<file path="config.mk">
export PLATFORM = sky130hd
export DESIGN_NAME = ata_pio_command_issue
export DESIGN_NICKNAME = d
export VERILOG_FILES = /design/src/hdl/ata_pio_pkg.sv /design/src/hdl/ata_pio_decode.sv /design/src/hdl/ata_pio_command_issue.sv
export SDC_FILE = /design/constraint.sdc
export NUM_CORES = 1
export LEC_CHECK = 0
export BUFFER_PORTS_ARGS = -buffer_cell sky130_fd_sc_hd__buf_2
export CAP_MARGIN = 30
export CORE_ASPECT_RATIO = 0.9
export CORE_MARGIN = 4
export CORE_UTILIZATION = 60
export DETAILED_ROUTE_END_ITERATION = 10
export PLACE_DENSITY_LB_ADDON = 0.12
export REMOVE_ABC_BUFFERS = 1
export SLEW_MARGIN = 20
export SYNTH_ARGS = -nofsm -noshare
export SYNTH_HDL_FRONTEND = slang
export SYNTH_HIERARCHICAL = 1
export SYNTH_SLANG_ARGS = --single-unit
</file>
<file path="constraint.sdc">
create_clock -name i_clk -period 5.4 [get_ports i_clk]
set_input_delay 0.27 -clock i_clk [delete_from_list [all_inputs] [get_ports i_clk]]
set_output_delay 0.27 -clock i_clk [all_outputs]
set_load 0.01 [all_outputs]
</file>
<file path="src/hdl/ata_pio_pkg.sv">
// types, register offsets and command codes shared by the ata pio command issue block
package ata_pio_pkg;

    localparam int MAX_RESULTS = 10;
    localparam int NUM_W       = 4;

    // task-file register offsets
    localparam logic [2:0] REG_DATA    = 3'd0;
    localparam logic [2:0] REG_COUNT   = 3'd2;
    localparam logic [2:0] REG_LBA_LO  = 3'd3;
    localparam logic [2:0] REG_LBA_MID = 3'd4;
    localparam logic [2:0] REG_LBA_HI  = 3'd5;
    localparam logic [2:0] REG_DRIVE   = 3'd6;
    localparam logic [2:0] REG_CMD     = 3'd7;

    // drive and command bytes
    localparam logic [7:0] DRV_EXT       = 8'h40;
    localparam logic [7:0] DRV_LBA28     = 8'hE0;
    localparam logic [7:0] DRV_SLAVE     = 8'h10;
    localparam logic [7:0] CMD_READ      = 8'h20;
    localparam logic [7:0] CMD_READ_EXT  = 8'h24;
    localparam logic [7:0] CMD_WRITE     = 8'h30;
    localparam logic [7:0] CMD_WRITE_EXT = 8'h34;

    localparam logic [48:0] LIMIT_28        = 49'h1 << 28;
    localparam logic [16:0] SMALL_COUNT_MAX = 17'd256;

    localparam logic [NUM_W-1:0] N_REFUSED = 4'd1;
    localparam logic [NUM_W-1:0] N_LBA28   = 4'd6;
    localparam logic [NUM_W-1:0] N_EXT     = 4'd10;

    typedef enum logic [1:0] {
        FORM_REFUSED,
        FORM_LBA28,
        FORM_EXT
    } t_form;

    typedef struct packed {
        logic [47:0] start_lba;
        logic [16:0] sector_count;
        logic        write_access;
        logic        slave_select;
        logic        lba48_supported;
    } t_req;

    typedef struct packed {
        logic [2:0] reg_offset;
        logic [7:0] reg_value;
        logic       refused;
        logic       last_write;
    } t_result;

    typedef struct packed {
        logic [NUM_W-1:0]              n_items;
        t_result [MAX_RESULTS-1:0]     items;
    } t_seq;

    function automatic t_result mk_write(logic [2:0] off, logic [7:0] val, logic last);
        t_result r;
        r.reg_offset = off;
        r.reg_value  = val;
        r.refused    = 1'b0;
        r.last_write = last;
        return r;
    endfunction

endpackage

</file>
<file path="src/hdl/ata_pio_decode.sv">
// decodes one registered request into its list of task-file writes
module ata_pio_decode (
    input  ata_pio_pkg::t_req i_req,
    output ata_pio_pkg::t_seq o_seq
);
    import ata_pio_pkg::*;

    logic [48:0] w_end;
    logic        w_bad_count;
    logic        w_past_28;
    logic        w_past_48;
    logic        w_big_count;
    logic        w_ext;
    t_form       w_form;
    logic [7:0]  w_slave;
    logic [47:0] lba;
    logic [16:0] cnt;

    assign lba         = i_req.start_lba;
    assign cnt         = i_req.sector_count;
    assign w_end       = {1'b0, lba} + {32'd0, cnt};
    assign w_bad_count = (cnt == 17'd0) || (cnt[16] && (cnt[15:0] != 16'd0));
    assign w_past_28   = w_end > LIMIT_28;
    assign w_past_48   = w_end[48] && (w_end[47:0] != 48'd0);
    assign w_big_count = cnt > SMALL_COUNT_MAX;
    assign w_ext       = i_req.lba48_supported && (w_past_28 || w_big_count);
    assign w_slave     = i_req.slave_select ? DRV_SLAVE : 8'h00;

    always_comb begin
        if (w_bad_count) begin
            w_form = FORM_REFUSED;
        end else if (w_ext) begin
            w_form = w_past_48 ? FORM_REFUSED : FORM_EXT;
        end else if (w_past_28 || w_big_count) begin
            w_form = FORM_REFUSED;
        end else begin
            w_form = FORM_LBA28;
        end
    end

    always_comb begin
        o_seq = '0;
        case (w_form)
            FORM_EXT: begin
                o_seq.n_items  = N_EXT;
                o_seq.items[0] = mk_write(REG_DRIVE, DRV_EXT | w_slave, 1'b0);
                o_seq.items[1] = mk_write(REG_COUNT, cnt[15:8], 1'b0);
                o_seq.items[2] = mk_write(REG_LBA_LO, lba[31:24], 1'b0);
                o_seq.items[3] = mk_write(REG_LBA_MID, lba[39:32], 1'b0);
                o_seq.items[4] = mk_write(REG_LBA_HI, lba[47:40], 1'b0);
                o_seq.items[5] = mk_write(REG_COUNT, cnt[7:0], 1'b0);
                o_seq.items[6] = mk_write(REG_LBA_LO, lba[7:0], 1'b0);
                o_seq.items[7] = mk_write(REG_LBA_MID, lba[15:8], 1'b0);
                o_seq.items[8] = mk_write(REG_LBA_HI, lba[23:16], 1'b0);
                o_seq.items[9] = mk_write(REG_CMD,
                    i_req.write_access ? CMD_WRITE_EXT : CMD_READ_EXT, 1'b1);
            end
            FORM_LBA28: begin
                o_seq.n_items  = N_LBA28;
                o_seq.items[0] = mk_write(REG_DRIVE,
                    DRV_LBA28 | w_slave | {4'h0, lba[27:24]}, 1'b0);
                o_seq.items[1] = mk_write(REG_COUNT, cnt[7:0], 1'b0);
                o_seq.items[2] = mk_write(REG_LBA_LO, lba[7:0], 1'b0);
                o_seq.items[3] = mk_write(REG_LBA_MID, lba[15:8], 1'b0);
                o_seq.items[4] = mk_write(REG_LBA_HI, lba[23:16], 1'b0);
                o_seq.items[5] = mk_write(REG_CMD,
                    i_req.write_access ? CMD_WRITE : CMD_READ, 1'b1);
            end
            default: begin
                o_seq.n_items             = N_REFUSED;
                o_seq.items[0].reg_offset = REG_DATA;
                o_seq.items[0].reg_value  = 8'h00;
                o_seq.items[0].refused    = 1'b1;
                o_seq.items[0].last_write = 1'b1;
            end
        endcase
    end

endmodule

</file>
<file path="src/hdl/ata_pio_command_issue.sv">
// ata pio command issue: one transfer request in, task-file register writes out
//
//   channel   handshake                 payload
//   request   start in, busy out        i_req    (t_req)
//   result    o_strobe out, no stall    o_result (t_result)
//
// a request accepted at one edge is held in the request register until the shifter
// takes it, decoded, and its writes leave a shift register one per cycle
// a request issues 10 writes (extended form), 6 (28-bit form) or 1 (refused),
// issued by the output shift register, one write per cycle
// the next request is taken while the previous one is still being issued, so a
// request waiting in the request register follows with no gap between writes
// reset clears the request valid flag and the outstanding write count
// busy is high only while a decoded request waits for the shifter to drain
module ata_pio_command_issue (
    input  logic                 i_clk,
    input  logic                 i_rst_n,
    input  logic                 start,
    output logic                 busy,
    input  ata_pio_pkg::t_req    i_req,
    output logic                 o_strobe,
    output ata_pio_pkg::t_result o_result
);
    import ata_pio_pkg::*;

    logic                      r_req_valid, n_req_valid;
    t_req                      r_req;
    logic [NUM_W-1:0]          r_left, n_left;
    t_result [MAX_RESULTS-1:0] r_seq, n_seq;
    t_seq                      w_seq;
    logic                      w_move;
    logic                      w_accept;

    ata_pio_decode u_decode (
        .i_req (r_req),
        .o_seq (w_seq)
    );

    // hand over to the shifter once it is empty or on its final write
    assign w_move   = r_req_valid && (r_left <= 4'd1);
    assign busy     = r_req_valid && !w_move;
    assign w_accept = start && !busy;

    assign o_strobe = r_left != '0;
    assign o_result = r_seq[0];

    always_comb begin
        n_req_valid = r_req_valid;
        if (w_accept) begin
            n_req_valid = 1'b1;
        end else if (w_move) begin
            n_req_valid = 1'b0;
        end
    end

    always_comb begin
        n_left = r_left;
        n_seq  = r_seq;
        if (w_move) begin
            n_left = w_seq.n_items;
            n_seq  = w_seq.items;
        end else if (r_left != '0) begin
            n_left = r_left - 4'd1;
            for (int i = 0; i < MAX_RESULTS - 1; i++) begin
                n_seq[i] = r_seq[i+1];
            end
            n_seq[MAX_RESULTS-1] = '0;
        end
    end

    always_ff @(posedge i_clk) begin
        if (!i_rst_n) begin
            r_req_valid <= 1'b0;
            r_left      <= '0;
        end else begin
            r_req_valid <= n_req_valid;
            r_left      <= n_left;
        end
    end

    always_ff @(posedge i_clk) begin
        if (w_accept) begin
            r_req <= i_req;
        end
        r_seq <= n_seq;
    end

    a_accept_holds: assert property (@(posedge i_clk) disable iff (!i_rst_n)
        (start && !busy) |=> r_req_valid)
        else $error("accepted request not held");

    a_no_gap: assert property (@(posedge i_clk) disable iff (!i_rst_n)
        (r_left > 4'd1) |=> o_strobe)
        else $error("gap inside a write sequence");

    a_busy_pending: assert property (@(posedge i_clk) disable iff (!i_rst_n)
        busy |-> (r_req_valid && o_strobe))
        else $error("busy without a pending request");

    a_refused_last: assert property (@(posedge i_clk) disable iff (!i_rst_n)
        (o_strobe && o_result.refused) |-> (o_result.last_write && r_left == 4'd1))
        else $error("refused result not alone");

    a_last_at_end: assert property (@(posedge i_clk) disable iff (!i_rst_n)
        (o_strobe && r_left == 4'd1) |-> o_result.last_write)
        else $error("final write not marked");

endmodule
</file>
### Word level (Yosys, flattened, before mapping)

Cells that the tools add are included.

| word-level totals | value |
|---|---|
| output and inout bits | 15 |
| word-level logic and storage cells | 88 |
| register bits after elaboration | 203 |
| input bits | 71 |

| operators by class | value |
|---|---|
| $add $sub $neg | 2 |
| magnitude comparators | 3 |
| reduce and logical (&&, ||, !) cells | 16 |
| muxes and demuxes | 17 |
| equality and inequality tests | 2 |
| bitwise gates (word level) | 1 |

Operator list:

| operator | count |
|---|---|
| 130-bit two-way mux | 2 |
| 65-bit one-hot mux with 2 select lines | 1 |
| 52-bit two-way mux | 1 |
| 48-bit by 17-bit adder with 49-bit output | 1 |
| 49-bit by 29-bit greater-than comparator with 1-bit output, second input constant | 1 |
| 48-bit nonzero test | 1 |
| 13-bit one-hot mux with 2 select lines | 1 |
| 17-bit by 9-bit greater-than comparator with 1-bit output, second input constant | 1 |
| 17-bit zero test | 1 |
| 16-bit nonzero test | 1 |
| 5-bit two-way mux | 3 |
| 4-bit two-way mux | 2 |
| 8-bit by 4-bit OR with 8-bit output | 1 |
| 4-bit one-hot mux with 2 select lines | 1 |
| 1-bit logical AND | 6 |
| 2-bit two-way mux | 3 |
| 4-bit by 1-bit <= comparator with 1-bit output, second input constant | 1 |
| 2-bit nonzero test | 2 |
| 4-bit nonzero test | 1 |
| 4-bit by 1-bit subtractor with 4-bit output, second input constant | 1 |
| 1-bit two-way mux | 3 |
| 2-bit by 1-bit equality test with 1-bit output, second input constant | 1 |
| 2-bit equality test, second input constant | 1 |
| 1-bit zero test | 2 |
| 1-bit logical OR | 2 |

### Longest topological paths before layout

| depth | value |
|---|---|
| depth after elaboration | 9 |
| gate-level depth with buffers | 17 |
| gate-level depth less buffers | 15 |

### Modules after synthesis

Netlist, hierarchy kept.

Modules (own cells, without submodules):

| module | area an instance (µm²) | cells each | seq. area each (µm²) | instances |
|---|---|---|---|---|
| ata_pio_command_issue | 8441.8 | 394 | 6045.8 | 1 |
| ata_pio_decode | 3563.4 | 527 | 0.0 | 1 |

### Worst setup path before layout

Ideal clock, no wire load.

| timing path | value |
|---|---|
| kind | register -> register |
| start point | reg r_req[3] (netlist bit) |
| end point | reg r_seq[15] (netlist bit) (data pin) |
| clock period less this slack | 5007 ps |
| path slack | 393 ps |
| required time | 5140 ps |
| setup time | 260 ps |
| arrival time | 4747 ps |
| cell stages (with the launch flop) | 18 |
| buffers on the path | 2 |
| path through | edfxtp_1 ha_1 fa_1 xor2_1 or4_1 a2111oi_2 o2111ai_1 a2111oi_2 o2111ai_1 or4_4 o311a_1 a311o_1 ha_1 nor2b_1 clkbuf_1 clkbuf_1 a22o_1 mux2_4 |

RTL lines:

| what | line | RTL |
|---|---|---|
| from (decl) | ata_pio_command_issue.sv:27 | `t_req r_req;` |
| from (signal assigned) | ata_pio_command_issue.sv:83 | `r_req <= i_req;` |
| to (signal assigned) | ata_pio_command_issue.sv:85 | `r_seq <= n_seq;` |
| to (decl) | ata_pio_command_issue.sv:29 | `t_result [MAX_RESULTS-1:0] r_seq, n_seq;` |

==> metrics.md <==
| Metric | Value |
|---|---|
| ANT nets after route | `0` |
| Final wirelength | `29,500 um` |
| Worst R2R End | `r_seq[48]` |
| DR pass1 iterations | `5` |
| Chip Width | `157 um` |
| Clock slew at reported path FFs | `0.06 ns` |
| Antenna violations before repair | `0` |
| Clock sink total | `203` |
| Fmax | `194 MHz` |
| Hold EP | `r_req_valid` |
| Worst EP arrival | `5.41 ns` |
| Clock root cell | `clkbuf_16` |
| CTS tree | `built` |
| Maximum VDD drop | `0.310 mV` |
| Area Growth Syn to Fin | `13.1%` |
| Dominant synthesized flop cell | `edfxtp_1` |
| Instance count of the mapped netlist | `921` |
| Post-Synthesis Cell Area | `0.0120 mm2` |
| DP HPWL | `19,900 um` |
| Worst slack, placed | `0.187 ns` |
| GPL Wtd Cong | `0.991` |
| Slew Viols, Final | `0` |
| CTS Buffer Depth | `3` |
| Setup slack, reg-to-reg | `0.25 ns` |
| Netlist cell types | `83` |
| Final Hold Viols | `0` |
| DR iter-0 viols | `680` |
| Final setup fails | `0` |
| Hold path start | `i_rst_n` |
| DRC | `0` |
| Worst slew margin | `0.452` |
| Initial Utilization | `0.619` |
| Post-synthesis async set-or-reset flop share | `0` |
| Storage cell area | `0.00605 mm2` |
| Final Cell Area | `0.0136 mm2` |
| Global Route Usage Sum | `0.260` |
| Vias in the first global route | `7,842` |
| Core area | `0.0194 mm2` |
| Endpoint class of the critical path | `flop` |
| Gr ovfl total | `0` |
| RSZ-0062 raised after global routing | `no` |
| Die Ht | `142 um` |
| Clk_skew | `0.0104 ns` |
| Post-synthesis sequential area ratio | `0.504` |
| Rows | `48` |
| Final worst-path cycle share | `0.954` |
| Die area | `0.0223 mm2` |
| Critical Path RT | `5.66 ns` |
| H-tree depth | `1` |
| FF-to-FF Start | `r_req[3]` |
| CP max FO | `35` |
| Non-filler cells, final | `1,303` |
| Leak Pwr | `5.51 nW` |
| Status | `completed` |
| Yosys warnings | `6` |
| Placed Area | `0.0121 mm2` |
| Drt via density | `6.09` |
| Fin worst setup slack | `0.250 ns` |
| Fill cells | `1,362` |
| Cell Pwr Density | `475 mW/mm2` |
| CTS buffer count | `22` |
| Largest net degree at the start of global routing | `72` |
| DR vias | `7,938` |
| Startpoint types | `flop` |
| Boundary Pins | `86` |
| EDFF count, synth | `198` |
| Drt wl/cell | `22.6 um` |
| Port buffer count | `85` |
| Total power | `0.00645 W` |
| Worst-margin pin slew | `0.822 ns` |
| Hold Path Class | `in -> reg` |
| Hold Path Depth | `2` |
| Post-CTS setup buffer count | `0` |
| Final min period | `5.15 ns` |
| First-pass GRT wire length | `45,100 um` |
| Setup TNS | `0 ns` |
| Yosys reg bits | `203` |
| Antenna diode count | `0` |
| Worst R2R Path Depth | `16` |
| Placed insts | `1,194` |
| Nets@finish | `1,132` |
| Combined area of the multi-input logic cells | `0.00506 mm2` |
| Worst skew pair latency | `0.51 ns` |
| Layout cells sized above 1 | `0.279` |
| Worst Path Class, Setup | `reg -> reg` |
| Syn avg cell area | `13.0 um2` |
| Max cap viols | `0` |
-- per-stage QoR --
| step | hold WS, ns | utilization |
|---|---|---|
| finish | 0.0207 | 0.700 |
| global route | 0.0243 | 0.700 |
| CTS | 0.00332 | 0.699 |
| detailed placement | 0.448 | 0.626 |
| global placement | 0.446 | 0.625 |
| floorplan | 0.369 | - |
-- layout make-up --
cell class / instances / share of cell area
Clock buffer: 27 / 0.0450
Multi-Input combinational cell: 615 / 0.373
Sequential cell: 203 / 0.445
Tap cell: 250 / 0.0230
Inverter: 13 / 0.00359
Clock inverter: 13 / 0.00903
Timing Repair Buffer: 182 / 0.101
-- power breakdown --
part | switching (W) | total [W] | internal [W] | leakage (nW)
clock network | 0.000618 | 0.00152 | 0.000900 | 0.352
logic | 0.000972 | 0.00203 | 0.00105 | 3.08
registers | 0.000303 | 0.00290 | 0.00260 | 2.08
total | 0.00189 | 0.00645 | 0.00455 | 5.51
-- Yosys cell counts, types with 4 or more instances --
master | instances | area, um2
buf_12 | 11 | 220
clkbuf_8 | 4 | 55.1
or3_1 | 8 | 50.1
ha_1 | 23 | 288
clkbuf_1 | 22 | 82.6
xnor2_1 | 11 | 96.3
a21o_1 | 6 | 45.0
nor4_1 | 12 | 75.1
a21oi_1 | 25 | 125
a211oi_1 | 8 | 60.1
inv_1 | 13 | 48.8
nor2_1 | 31 | 116
nand2_1 | 49 | 184
mux2_4 | 108 | 1620
nor3_1 | 12 | 60.1
nand3_1 | 14 | 70.1
o211ai_1 | 4 | 30.0
and2_1 | 55 | 344
a31oi_1 | 4 | 25.0
buf_4 | 75 | 563
edfxtp_1 | 198 | 5950
mux2_2 | 11 | 124
o21a_1 | 6 | 45.0
dfxtp_1 | 5 | 100
xor2_1 | 9 | 78.8
nand4_1 | 22 | 138
o2111ai_1 | 6 | 52.6
buf_6 | 5 | 56.3
o31ai_1 | 12 | 90.1
or4_1 | 4 | 30.0
a22o_1 | 33 | 289
and4_1 | 5 | 43.8
o21ai_0 | 32 | 160
-- worst max-delay path by stage --
| stage | start | end | slack [ns] | cells after the start |
|---|---|---|---|---|
| after floorplan | r_req[3] | r_seq[15] | -0.59 | 15 |
| after CTS | r_req[3] | r_seq[31] | 0.17 | 16 |
| after global placement | r_req[3] | r_seq[57] | 0.32 | 16 |
| after detailed placement | r_req[3] | r_seq[48] | 0.19 | 16 |
| final | r_req[3] | r_seq[48] | 0.25 | 16 |
| after global routing | r_req[3] | r_seq[31] | 0.01 | 16 |
-- registers in the layout (all words and copies together) (netlist names) --
name and cells:
r_req 68, r_left 4, o_result 13, r_req_valid 1
r_seq 117
-- repair_timing --
action / 4_1_cts / 5_1_grt
endpoints found under the setup margin: 0 / 41
endpoints found under the hold margin: 69 / 0
gates resized for setup: 0 / 3
hold buffers: 69 / 0
-- critical path, stage by stage, from the launching register on --
cell,delay (ns)
edfxtp_1,0.43
ha_1,0.27
fa_1,0.43
xor2_1,0.16
or4_1,0.46
a2111oi_2,0.23
o2111ai_1,0.18
a2111oi_2,0.24
o2111ai_1,0.16
or4_4,0.55
o311a_1,0.33
a311o_1,0.38
ha_4,0.33
nor2b_2,0.06
buf_12,0.17
a22o_1,0.25
mux2_4,0.26
-- cells by family (layout without fill, tap and decap cells) --
kind of cell / after synthesis / after routing / synth area share
AOI/OAI and AO/OA: 174 / 174 / 0.107
xor gates and xnor gates: 20 / 20 / 0.0146
adders and majority gates: 24 / 24 / 0.0256
buffers and inverters: 134 / 235 / 0.0871
DFF: 203 / 203 / 0.504
muxes: 122 / 122 / 0.148
other: 1 / 32 / 0.000312
and+or+nand+nor: 243 / 243 / 0.114
-- cells in the final DEF, fill, tap and decap left out, types with 31 or more instances in the layout --
master / n
edfxtp_1: 198
mux2_4: 108
buf_2: 85
dlygate4sd3_1: 69
and2_1: 55
nand2_1: 49
a22o_1: 33
o21ai_0: 32
conb_1: 32
nor2_1: 31
-- routing by layer --
| layer | GRT usage | wire, um | up-vias | share of wire |
|---|---|---|---|---|
| met5 | 0 | 0 | - | 0 |
| met4 | 0.0733 | 1010 | 0 | 0.034 |
| met2 | 0.414 | 13500 | 346 | 0.46 |
| met3 | 0.0380 | 2070 | 62 | 0.070 |
| li1 | - | - | 3663 | - |
| met1 | 0.377 | 12900 | 3867 | 0.44 |
Note: power is estimated with default switching activity, not from simulation.
